### src/rtl/dtfg_pkg.sv
package dtfg_pkg;

  localparam int unsigned MaxFracDigits = 4;
  localparam int unsigned WholeLimit    = 512;
  localparam int unsigned QFracBits     = 8;
  localparam int unsigned QCntW         = $clog2(QFracBits);
  localparam int unsigned FifoDepth     = 2;
  localparam int unsigned FifoPtrW      = $clog2(FifoDepth);
  localparam int unsigned FifoCntW      = $clog2(FifoDepth + 1);
  localparam int unsigned PaddrW        = 3;
  localparam int unsigned PdataW        = 32;

  localparam logic [PaddrW-3:0] RegIdxNoneValue = '0;

  typedef struct packed {
    logic        minus;
    logic [9:0]  whole;
    logic [13:0] frac;
    logic [2:0]  digits;
    logic        ovf;
  } parse_rec_t;

  function automatic logic [13:0] pow10(input logic [2:0] d);
    logic [13:0] r;
    unique case (d)
      3'd0:    r = 14'd1;
      3'd1:    r = 14'd10;
      3'd2:    r = 14'd100;
      3'd3:    r = 14'd1000;
      default: r = 14'd10000;
    endcase
    return r;
  endfunction

endpackage

### src/rtl/decibel_text_to_fixed_gain.sv
// Decibel text to signed Q8.8 gain.
// Input: one character per cycle while full is low; full rises only while two finished strings wait.
// Per string end: the finished record is queued, loaded by the divide unit, taken
// through an 8-step restoring divide of the fraction by its power of ten, and then
// finished into the output slot once it is free. The divide unit takes one string at a time.
// Async active-low reset clears the parse, queue and output valid flag; none_value resets to -32768.
module decibel_text_to_fixed_gain (
  input  logic                          clk_i,
  input  logic                          rst_ni,
  input  logic                          push,
  output logic                          full,
  input  logic [7:0]                    character_i,
  input  logic                          present_i,
  input  logic                          last_i,
  output logic                          empty,
  input  logic                          pop,
  output logic [15:0]                   gain_o,
  output logic                          valid_res_o,
  input  logic                          psel,
  input  logic                          penable,
  input  logic                          pwrite,
  input  logic [dtfg_pkg::PaddrW-1:0]   paddr,
  input  logic [dtfg_pkg::PdataW-1:0]   pwdata,
  output logic [dtfg_pkg::PdataW-1:0]   prdata,
  output logic                          pready
);

  logic                 take;
  logic                 rec_push, rec_full, rec_pop, rec_empty;
  dtfg_pkg::parse_rec_t rec_in, rec_out;
  logic [15:0]          none_value_q;
  logic                 sel_none;

  assign take     = push && !full;
  assign full     = rec_full;
  assign pready   = 1'b1;
  assign sel_none = (paddr[dtfg_pkg::PaddrW-1:2] == dtfg_pkg::RegIdxNoneValue);
  assign prdata   = sel_none ?
                    {{(dtfg_pkg::PdataW - 16){none_value_q[15]}}, none_value_q} : '0;

  always_ff @(posedge clk_i or negedge rst_ni) begin
    if (!rst_ni) begin
      none_value_q <= 16'h8000;
    end else if (psel && penable && pwrite && pready && sel_none) begin
      none_value_q <= pwdata[15:0];
    end
  end

  dtfg_front u_front (
    .clk_i      (clk_i),
    .rst_ni     (rst_ni),
    .take_i     (take),
    .character_i(character_i),
    .present_i  (present_i),
    .last_i     (last_i),
    .rec_push_o (rec_push),
    .rec_o      (rec_in)
  );

  dtfg_fifo u_fifo (
    .clk_i  (clk_i),
    .rst_ni (rst_ni),
    .push_i (rec_push),
    .wdata_i(rec_in),
    .full_o (rec_full),
    .pop_i  (rec_pop),
    .empty_o(rec_empty),
    .rdata_o(rec_out)
  );

  dtfg_back u_back (
    .clk_i       (clk_i),
    .rst_ni      (rst_ni),
    .rec_empty_i (rec_empty),
    .rec_i       (rec_out),
    .rec_pop_o   (rec_pop),
    .none_value_i(none_value_q),
    .empty_o     (empty),
    .pop_i       (pop),
    .gain_o      (gain_o),
    .valid_res_o (valid_res_o)
  );

endmodule

### src/rtl/dtfg_front.sv
module dtfg_front (
  input  logic                clk_i,
  input  logic                rst_ni,
  input  logic                take_i,
  input  logic [7:0]          character_i,
  input  logic                present_i,
  input  logic                last_i,
  output logic                rec_push_o,
  output dtfg_pkg::parse_rec_t rec_o
);

  localparam logic [1:0] PhSkip  = 2'd0;
  localparam logic [1:0] PhWhole = 2'd1;
  localparam logic [1:0] PhFrac  = 2'd2;
  localparam logic [1:0] PhDone  = 2'd3;

  logic [1:0]           phase_q, phase_d;
  dtfg_pkg::parse_rec_t cur_q, nxt;

  logic        is_digit;
  logic [3:0]  digit;
  logic [12:0] whole_next;
  logic [13:0] frac_next;

  assign is_digit   = (character_i >= 8'h30) && (character_i <= 8'h39);
  assign digit      = 4'(character_i - 8'h30);
  assign whole_next = {cur_q.whole, 3'b000} + {2'b00, cur_q.whole, 1'b0} + 13'(digit);
  assign frac_next  = 14'({cur_q.frac, 3'b000} + {cur_q.frac, 1'b0}) + 14'(digit);

  always_comb begin
    nxt     = cur_q;
    phase_d = phase_q;
    if (present_i) begin
      unique case (phase_q)
        PhSkip: begin
          if (character_i == 8'h20 || character_i == 8'h2B) begin
            phase_d = PhSkip;
          end else if (character_i == 8'h2D) begin
            nxt.minus = 1'b1;
            phase_d   = PhWhole;
          end else if (is_digit) begin
            if (whole_next > 13'(dtfg_pkg::WholeLimit)) begin
              nxt.ovf = 1'b1;
              phase_d = PhDone;
            end else begin
              nxt.whole = whole_next[9:0];
              phase_d   = PhWhole;
            end
          end else if (character_i == 8'h2E) begin
            phase_d = PhFrac;
          end else begin
            phase_d = PhDone;
          end
        end
        PhWhole: begin
          if (is_digit) begin
            if (whole_next > 13'(dtfg_pkg::WholeLimit)) begin
              nxt.ovf = 1'b1;
              phase_d = PhDone;
            end else begin
              nxt.whole = whole_next[9:0];
            end
          end else if (character_i == 8'h2E) begin
            phase_d = PhFrac;
          end else begin
            phase_d = PhDone;
          end
        end
        PhFrac: begin
          if (is_digit && cur_q.digits < 3'(dtfg_pkg::MaxFracDigits)) begin
            nxt.frac   = frac_next;
            nxt.digits = cur_q.digits + 3'd1;
          end else begin
            phase_d = PhDone;
          end
        end
        default: phase_d = PhDone;
      endcase
    end
  end

  assign rec_o      = nxt;
  assign rec_push_o = take_i && last_i;

  always_ff @(posedge clk_i or negedge rst_ni) begin
    if (!rst_ni) begin
      phase_q <= PhSkip;
      cur_q   <= '0;
    end else if (take_i) begin
      if (last_i) begin
        phase_q <= PhSkip;
        cur_q   <= '0;
      end else begin
        phase_q <= phase_d;
        cur_q   <= nxt;
      end
    end
  end

endmodule

### src/rtl/dtfg_fifo.sv
module dtfg_fifo (
  input  logic                 clk_i,
  input  logic                 rst_ni,
  input  logic                 push_i,
  input  dtfg_pkg::parse_rec_t wdata_i,
  output logic                 full_o,
  input  logic                 pop_i,
  output logic                 empty_o,
  output dtfg_pkg::parse_rec_t rdata_o
);

  dtfg_pkg::parse_rec_t                  mem_q [dtfg_pkg::FifoDepth];
  logic [dtfg_pkg::FifoPtrW-1:0]         wr_ptr_q, rd_ptr_q;
  logic [dtfg_pkg::FifoCntW-1:0]         cnt_q;
  logic                                  do_push, do_pop;

  assign full_o  = (cnt_q == dtfg_pkg::FifoCntW'(dtfg_pkg::FifoDepth));
  assign empty_o = (cnt_q == '0);
  assign do_push = push_i && !full_o;
  assign do_pop  = pop_i && !empty_o;
  assign rdata_o = mem_q[rd_ptr_q];

  always_ff @(posedge clk_i) begin
    if (do_push) begin
      mem_q[wr_ptr_q] <= wdata_i;
    end
  end

  always_ff @(posedge clk_i or negedge rst_ni) begin
    if (!rst_ni) begin
      wr_ptr_q <= '0;
      rd_ptr_q <= '0;
      cnt_q    <= '0;
    end else begin
      if (do_push) begin
        wr_ptr_q <= wr_ptr_q + 1'b1;
      end
      if (do_pop) begin
        rd_ptr_q <= rd_ptr_q + 1'b1;
      end
      if (do_push && !do_pop) begin
        cnt_q <= cnt_q + 1'b1;
      end else if (do_pop && !do_push) begin
        cnt_q <= cnt_q - 1'b1;
      end
    end
  end

endmodule

### src/rtl/dtfg_back.sv
module dtfg_back (
  input  logic                 clk_i,
  input  logic                 rst_ni,
  input  logic                 rec_empty_i,
  input  dtfg_pkg::parse_rec_t rec_i,
  output logic                 rec_pop_o,
  input  logic [15:0]          none_value_i,
  output logic                 empty_o,
  input  logic                 pop_i,
  output logic [15:0]          gain_o,
  output logic                 valid_res_o
);

  localparam logic [1:0] BIdle = 2'd0;
  localparam logic [1:0] BDiv  = 2'd1;
  localparam logic [1:0] BFin  = 2'd2;

  logic [1:0]                     state_q;
  dtfg_pkg::parse_rec_t           rec_q;
  logic [14:0]                    rem_q;
  logic [13:0]                    div_q;
  logic [dtfg_pkg::QFracBits-1:0] quo_q;
  logic [dtfg_pkg::QCntW-1:0]     cnt_q;
  logic                           out_valid_q, out_valid_d;
  logic [15:0]                    gain_q;
  logic                           valid_q;

  logic [14:0] rem2;
  logic        ge;
  logic [17:0] mag;
  logic        ok;
  logic [15:0] gain_val;
  logic        slot_free;

  assign rem2      = {rem_q[13:0], 1'b0};
  assign ge        = rem2 >= {1'b0, div_q};
  assign mag       = {rec_q.whole, dtfg_pkg::QFracBits'(0)} + 18'(quo_q);
  assign ok        = !rec_q.ovf &&
                     (rec_q.minus ? (mag < 18'd32768) : (mag < 18'd32767));
  assign gain_val  = rec_q.minus ? 16'(-mag[15:0]) : mag[15:0];
  assign slot_free = !out_valid_q || pop_i;
  assign rec_pop_o = (state_q == BIdle) && !rec_empty_i;

  assign empty_o     = !out_valid_q;
  assign gain_o      = gain_q;
  assign valid_res_o = valid_q;

  always_comb begin
    out_valid_d = out_valid_q;
    if (pop_i && out_valid_q) begin
      out_valid_d = 1'b0;
    end
    if (state_q == BFin && slot_free) begin
      out_valid_d = 1'b1;
    end
  end

  always_ff @(posedge clk_i) begin
    unique case (state_q)
      BIdle: begin
        rec_q <= rec_i;
        rem_q <= {1'b0, rec_i.frac};
        div_q <= dtfg_pkg::pow10(rec_i.digits);
        quo_q <= '0;
      end
      BDiv: begin
        rem_q <= ge ? (rem2 - {1'b0, div_q}) : rem2;
        quo_q <= {quo_q[dtfg_pkg::QFracBits-2:0], ge};
      end
      default: begin
      end
    endcase
    if (state_q == BFin && slot_free) begin
      gain_q  <= ok ? gain_val : none_value_i;
      valid_q <= ok;
    end
  end

  always_ff @(posedge clk_i or negedge rst_ni) begin
    if (!rst_ni) begin
      state_q     <= BIdle;
      cnt_q       <= '0;
      out_valid_q <= 1'b0;
    end else begin
      out_valid_q <= out_valid_d;
      unique case (state_q)
        BIdle: begin
          cnt_q <= '0;
          if (!rec_empty_i) begin
            state_q <= BDiv;
          end
        end
        BDiv: begin
          cnt_q <= cnt_q + 1'b1;
          if (cnt_q == dtfg_pkg::QCntW'(dtfg_pkg::QFracBits - 1)) begin
            state_q <= BFin;
          end
        end
        BFin: begin
          if (slot_free) begin
            state_q <= BIdle;
          end
        end
        default: state_q <= BIdle;
      endcase
    end
  end

endmodule

### config.mk
export PLATFORM = sky130hd
export DESIGN_NAME = decibel_text_to_fixed_gain
export DESIGN_NICKNAME = d
export VERILOG_FILES = /design/src/rtl/dtfg_pkg.sv /design/src/rtl/decibel_text_to_fixed_gain.sv /design/src/rtl/dtfg_front.sv /design/src/rtl/dtfg_fifo.sv /design/src/rtl/dtfg_back.sv
export SDC_FILE = /design/constraint.sdc
export NUM_CORES = 1
export LEC_CHECK = 0
export BUFFER_PORTS_ARGS = -buffer_cell sky130_fd_sc_hd__buf_4
export CORE_MARGIN = 5
export CORE_UTILIZATION = 45
export CTS_CLUSTER_DIAMETER = 40
export DETAILED_ROUTE_END_ITERATION = 8
export GPL_TIMING_DRIVEN = 1
export PLACE_DENSITY = 0.64
export SLEW_MARGIN = 20
export SYNTH_ARGS = -nofsm -noshare
export SYNTH_HDL_FRONTEND = slang
export SYNTH_SLANG_ARGS = --single-unit
### constraint.sdc
create_clock -name clk_i -period 4.86 [get_ports clk_i]
set_input_delay 0.486 -clock clk_i [delete_from_list [all_inputs] [get_ports clk_i]]
set_output_delay 0.486 -clock clk_i [all_outputs]
set_load 0.005 [all_outputs]
; Word-level counts from Yosys, hierarchy flattened
; Memories as Yosys holds them, arrays and structs flattened.
; Index checks and enable logic that the tools add are counted.
[op_classes]
n_eq_ne = 18
n_reduce_logical = 33
magnitude_cmp = 7
bitwise = 1
mux = 46
addsub = 14
[ops]
columns = op, n
row1 = $mux 29, 2
row2 = $pmux 14 s4, 1
row3 = $mux 17, 2
row4 = $eq 8x6->1 const B, 4
row5 = $mux 16, 2
row6 = $mux 32, 1
row7 = $mux 10, 3
row8 = $mux 2, 14
row9 = $pmux 14 s2, 1
row10 = $pmux 10 s2, 1
row11 = $add 18x8->18, 1
row12 = $lt 18x15->1 const B, 1
row13 = $lt 18x16->1 const B, 1
row14 = $neg 16->16, 1
row15 = $pmux 8 s2, 1
row16 = $ge 15x14->1, 1
row17 = $logic_and 1x1->1, 15
row18 = $add 14x14->14, 1
row19 = $add 14x4->14, 1
row20 = $mux 14, 1
row21 = $sub 14x14->14, 1
row22 = $add 13x11->13, 1
row23 = $add 13x4->13, 1
row24 = $gt 13x10->1 const B, 1
row25 = other kinds (30), 60
[word_totals]
out_inout_bits = 52
ram_bits = 58
register_bits = 122
n_memories = 1
[mem_list]
columns = memory, depth, word_bits, read_ports, rd_ports_with_merged_regs, wr, line
row1 = u_fifo.mem_q, 2, 29, 1, 0, 1, dtfg_fifo.sv:12  ; dtfg_pkg::parse_rec_t mem_q [dtfg_pkg::FifoDepth];

; Longest topological paths before layout
[logic_depth]
ltp_word = 10
ltp_mapped = 13
depth_no_buf = 12

; Cells and area by module
; From an unflattened synthesis, not the netlist that was laid out.
[hier_totals]
hier_cells = 900
hier_area_um2 = 10157.2
[by_module_without_submodules]
columns = module, seq_area_each_um2, cells_per_inst, area_each_um2, n_inst
row1 = dtfg_back, 1921.8, 331, 3621.0, 1
row2 = dtfg_front, 775.7, 390, 3225.6, 1
row3 = dtfg_fifo, 1841.8, 109, 2407.3, 1
row4 = decibel_text_to_fixed_gain, 401.6, 70, 903.4, 1

; Worst setup path before layout
; OpenSTA, ideal clock, no wires.
[synth_timing]
path_kind = in2reg
startpoint = input port character_i[3]
endpoint = memory u_fifo.mem_q[0][27] (netlist name) (data pin)
t_required_ps = 4598
path_stages = 12
arrival_time_ps = 3187
path_slack_ps = 1410
path_cell_list = inv_1 fa_1 inv_1 fa_1 a211oi_1 o21ai_0 a21oi_1 xnor2_1 o41ai_2 nand4_1 clkbuf_1 mux2_2
[synth_lines]
columns = item, line
row1 = start: declaration, decibel_text_to_fixed_gain.sv:12  ; input logic [7:0] character_i,
row2 = end: declaration, dtfg_fifo.sv:12

==> implementation parameters <==
Parameter                              Value

Synth
  Total nets after synthesis ... 960
  Number of synthesized flops with an enable pin ... roughly 120
  Synth Instances ... roughly 840
  Synthesized area per cell ... roughly 11 um2
  Sequential element share of the synthesized area ... 0.510
  Post-Synthesis Cell Area ... between 9000 and 10000 um2
  Count of cell types in the netlist ... 64
  Number of warnings issued by yosys ... 0
  Synth Flop Type ... sky130_fd_sc_hd__edfxtp_1
  Proportion of register bits with asynchronous set or reset after synthesis ... 0.328
  Count of state elements after synthesis ... 174

Global route
  Antenna violations before repair ... 0
  Met3 GRT Util ... 0.0346
  Vias in the first global route ... roughly 6200
  Total grt overflow ... 0
  Met1 Track Usage GR ... 0.218
  GR peak layer ... met2
  Global-route track usage on met2 ... 0.243
  Global Route Usage Sum ... 0.157
  Wire length of the first global-routing pass ... about 31000 um
  Largest net degree at the start of global routing ... 58

Final layout
  Most common library cell in the layout ignoring fill and taps ... sky130_fd_sc_hd__edfxtp_1
  Leading cell types in the layout, fill and taps excluded ... sky130_fd_sc_hd__edfxtp_1 (117), sky130_fd_sc_hd__buf_4 (95), sky130_fd_sc_hd__ha_1 (59)
  Storage cell area ... between 4000 and 5000 um2
  Multi-input gate area ... ~4400 um2
  Fill count ... 1889
  Ant. Diodes ... 0
  Share of final-layout standard cells stronger than drive strength 1 ... 0.209
  Post-layout utilization of the core ... 0.528
  Area added between synthesis and finish ... 14.8%
  Number of nets at the end of the flow ... 1026

Clock tree
  Number of buffers created by CTS ... 17
  Clock insertion delay at the later pin of the skew report ... ~0.43 ns
  Maximum clock path buffer count ... 2
  H-tree depth ... 4
  Post-CTS clock slew at the launch and capture registers of the worst setup and hold paths ... 0.07 ns
  Cells resized by post-CTS repair ... 0
  Setup Fix Bufs, Post-CTS ... 0
  Number of clock sinks seen by CTS ... about 170
  Number of hold buffers added after cts ... 0
  Root buffer selected by CTS ... sky130_fd_sc_hd__clkbuf_16
  Clock tree from TritonCTS ... done

Timing
  Maximum clock frequency ... approximately 0.27 GHz
  Minimum period implied by the final worst setup slack ... about 3.7 ns
  Worst-case clock skew ... between 0.007 and 0.008 ns
  Final hold violation count ... 0
  Final setup violating endpoints ... 0
  Unrepaired setup endpoints after global routing ... false
  Least-Margin Pin Slew ... about 1 ns
  Share of the clock period used by the worst path after layout ... 0.764
  Max transition margin ... 0.329
  Setup total negative slack ... 0 ns
  Number of pins exceeding their max-slew limit in the final report ... 0

Worst setup path
  Worst reg2reg startpoint ... u_front.cur_q[18]
  Element type at the critical path end ... flip-flop
  Reg-to-reg setup timing slack ... ~1.1 ns
  Master of the slowest instance on the critical path ... sky130_fd_sc_hd__fa_1
  Kind of launch point of the worst setup path ... flip-flop
  Maximum fanout count along the critical path ... 21
  Endpoint of the worst-slack reg-to-reg timing path ... u_fifo.mem_q[0][19]
  Required time reported for the critical path endpoint ... roughly 5 ns
  Delay-heaviest family, CP ... compound AO/OA/AOI/OAI gates
  Sum of buffers and inverters on the critical path ... 3
  Data arrival time of the critical path ... between 3 and 4 ns
  Number of cell instances on the worst register-to-register path ... 12
  Delay of the slowest cell on the worst path ... approximately 0.5 ns
  Critical-path cell list ... inv_1 -> fa_1 -> inv_1 -> fa_1 -> a211oi_1 -> o21ai_0 -> a21oi_1 -> xnor2_1 -> o41ai_2 -> nand4_1 -> buf_4 -> mux2_2
  Setup Crit Path Kind ... reg2reg

Floorplanning
  Number of I/O pins ... around 100
  Std-Cell Rows ... between 50 and 60
  Initial Utilization ... 0.460
  Placeable core area ... 21100 um2
  Overall die height ... 157 um
  Die Outline Area ... ~25000 um2
  Die X ... 157 um

Place
  Gpl congestion ... about 0.80
  Number of buffers added on ports ... between 80 and 90
  Placed wire-length estimate after detailed placement ... approximately 14000 um

Pwr
  VDD IR-drop max ... just over 0.3 mV
  Comb pwr share ... 0.384
  Net switching power ... about 2.1 mW
  P per Cell Area ... between 500 and 600 nW/um2
  Portion of total power attributed to the clock network ... 0.236
  Sequential fraction of design power ... 0.380
  Design internal power ... ~3.9 mW
  Design Power ... approximately 6 mW
  Lkg Pwr ... roughly 4.8 nW
  Switching fraction of total power ... 0.351

Drt
  Routed wire length per instance ... ~16 um
  Detailed Route WL ... ~19000 um
  Vias per cell ... 5.30
  Post-route antenna net violation count ... 0
  Drt drc ... 0
  1st-iter DRT viols ... 400
  Length of the first detailed-routing pass in iterations ... 4
  Total number of vias ... about 6400

Worst hold path
  Hold crit path type ... in2async

Job
  Count of max-cap constraint violations ... 0

Run status
  Status ... finished, final reports clean
[through the flow]
step	area [um2]	setup WS, ns	std cells	hold slack (ns)
4_1_cts	11100	1.20	1198	0.157
6_report	11100	1.15	1198	0.121
3_5_place_dp	10500	1.01	1166	0.472
3_3_place_gp	10500	1.03	1166	0.469
2_1_floorplan	9690	1.41	844	0.190
5_1_grt	11100	0.892	1198	0.198
[registers in the layout, indices dropped and copies added, names as in the netlist, 3 cells and up]
register       flops
none_value_q      16
u_back.cnt_q       3
u_back.div_q       8
u_back.gain_o     16
u_back.quo_q       8
u_back.rec_q      12
u_back.rem_q      14
u_fifo.mem_q      58
u_front.cur_q     29
[synthesized netlist by cell type, types with 11 or more instances]
cell type                  count  area [um2]
sky130_fd_sc_hd__a211oi_1     13        97.6
sky130_fd_sc_hd__a21o_1       14         105
sky130_fd_sc_hd__a21oi_1      49         245
sky130_fd_sc_hd__a22o_1       13         114
sky130_fd_sc_hd__a31oi_1      11        68.8
sky130_fd_sc_hd__and2_1       15        93.8
sky130_fd_sc_hd__buf_4        17         128
sky130_fd_sc_hd__clkbuf_1     26        97.6
sky130_fd_sc_hd__dfrtp_1      56        1400
sky130_fd_sc_hd__edfxtp_1    117        3510
sky130_fd_sc_hd__ha_1         59         738
sky130_fd_sc_hd__inv_1        37         139
sky130_fd_sc_hd__mux2_2       55         619
sky130_fd_sc_hd__mux2i_1      18         180
sky130_fd_sc_hd__nand2_1      51         191
sky130_fd_sc_hd__nand3_1      12        60.1
sky130_fd_sc_hd__nand4_1      11        68.8
sky130_fd_sc_hd__nor2_1       50         188
sky130_fd_sc_hd__nor2b_1      35         219
sky130_fd_sc_hd__nor3_1       11        55.1
sky130_fd_sc_hd__o21ai_0      39         195
sky130_fd_sc_hd__xnor2_1      27         236
sky130_fd_sc_hd__xor2_1       18         158
[worst reg2reg max path: cells and delay by family, from the launching register on]
| family | cells | cell delay, ns |
|---|---|---|
| buffers and inverters | 3 | 0.37 |
| adders and majority gates | 2 | 0.98 |
| muxes | 1 | 0.33 |
| and+or+nand+nor | 1 | 0.14 |
| DFF | 1 | 0.41 |
| AOI/OAI and AO/OA | 4 | 1.09 |
| xor gates and xnor gates | 1 | 0.15 |
[power groups by stage]
stage | sequential [mW] | combinational [mW] | clock, mW
6_report | 2.28 | 2.31 | 1.42
5_1_grt | 2.32 | 2.59 | 1.51
4_1_cts | 2.28 | 2.33 | 1.45
3_3_place_gp | 2.30 | 2.28 | 0
3_5_place_dp | 2.31 | 2.31 | 0
2_1_floorplan | 2.23 | 1.82 | 0
[worst max path at each step]
stage                            startpoint  cells past startpoint                   to  slack [ns]
after floorplan              character_i[3]                     12  u_fifo.mem_q[0][27]        1.41
after global placement       character_i[3]                     13  u_fifo.mem_q[0][27]        1.03
after detailed placement     character_i[3]                     13  u_fifo.mem_q[1][19]        1.01
after CTS                 u_front.cur_q[18]                     12  u_fifo.mem_q[0][19]        1.20
after global routing      u_front.cur_q[18]                     12  u_fifo.mem_q[0][19]        0.89
final                     u_front.cur_q[18]                     12  u_fifo.mem_q[0][19]        1.15
[kinds of logic after synthesis]
kind of cell | synth area share
XOR/XNOR | 0.0407
buffers and inverters | 0.0399
adder cells (fa/ha/maj) | 0.0865
AO/OA/AOI/OAI | 0.127
flip-flops | 0.510
other | 0.000387
AND/OR/NAND/NOR | 0.113
multiplexers | 0.0825
[cell type report]
class	instances	share of cell area
Clock buffer	18	0.0395
Clock inverter	14	0.0160
Inverter	37	0.0125
Multi-Input combinational cell	585	0.393
Sequential cell	174	0.444
Tap cell	275	0.0309
Timing Repair Buffer	95	0.0641
[routing by layer]
metal / routed length, um / share of wire / up-vias
met5: 0 / 0 / -
met4: 279 / 0.015 / 0
met3: 800 / 0.042 / 19
met2: 8690 / 0.46 / 112
met1: 9090 / 0.48 / 2995
li1: - / - / 3224
(Power assumes the default switching activity.)
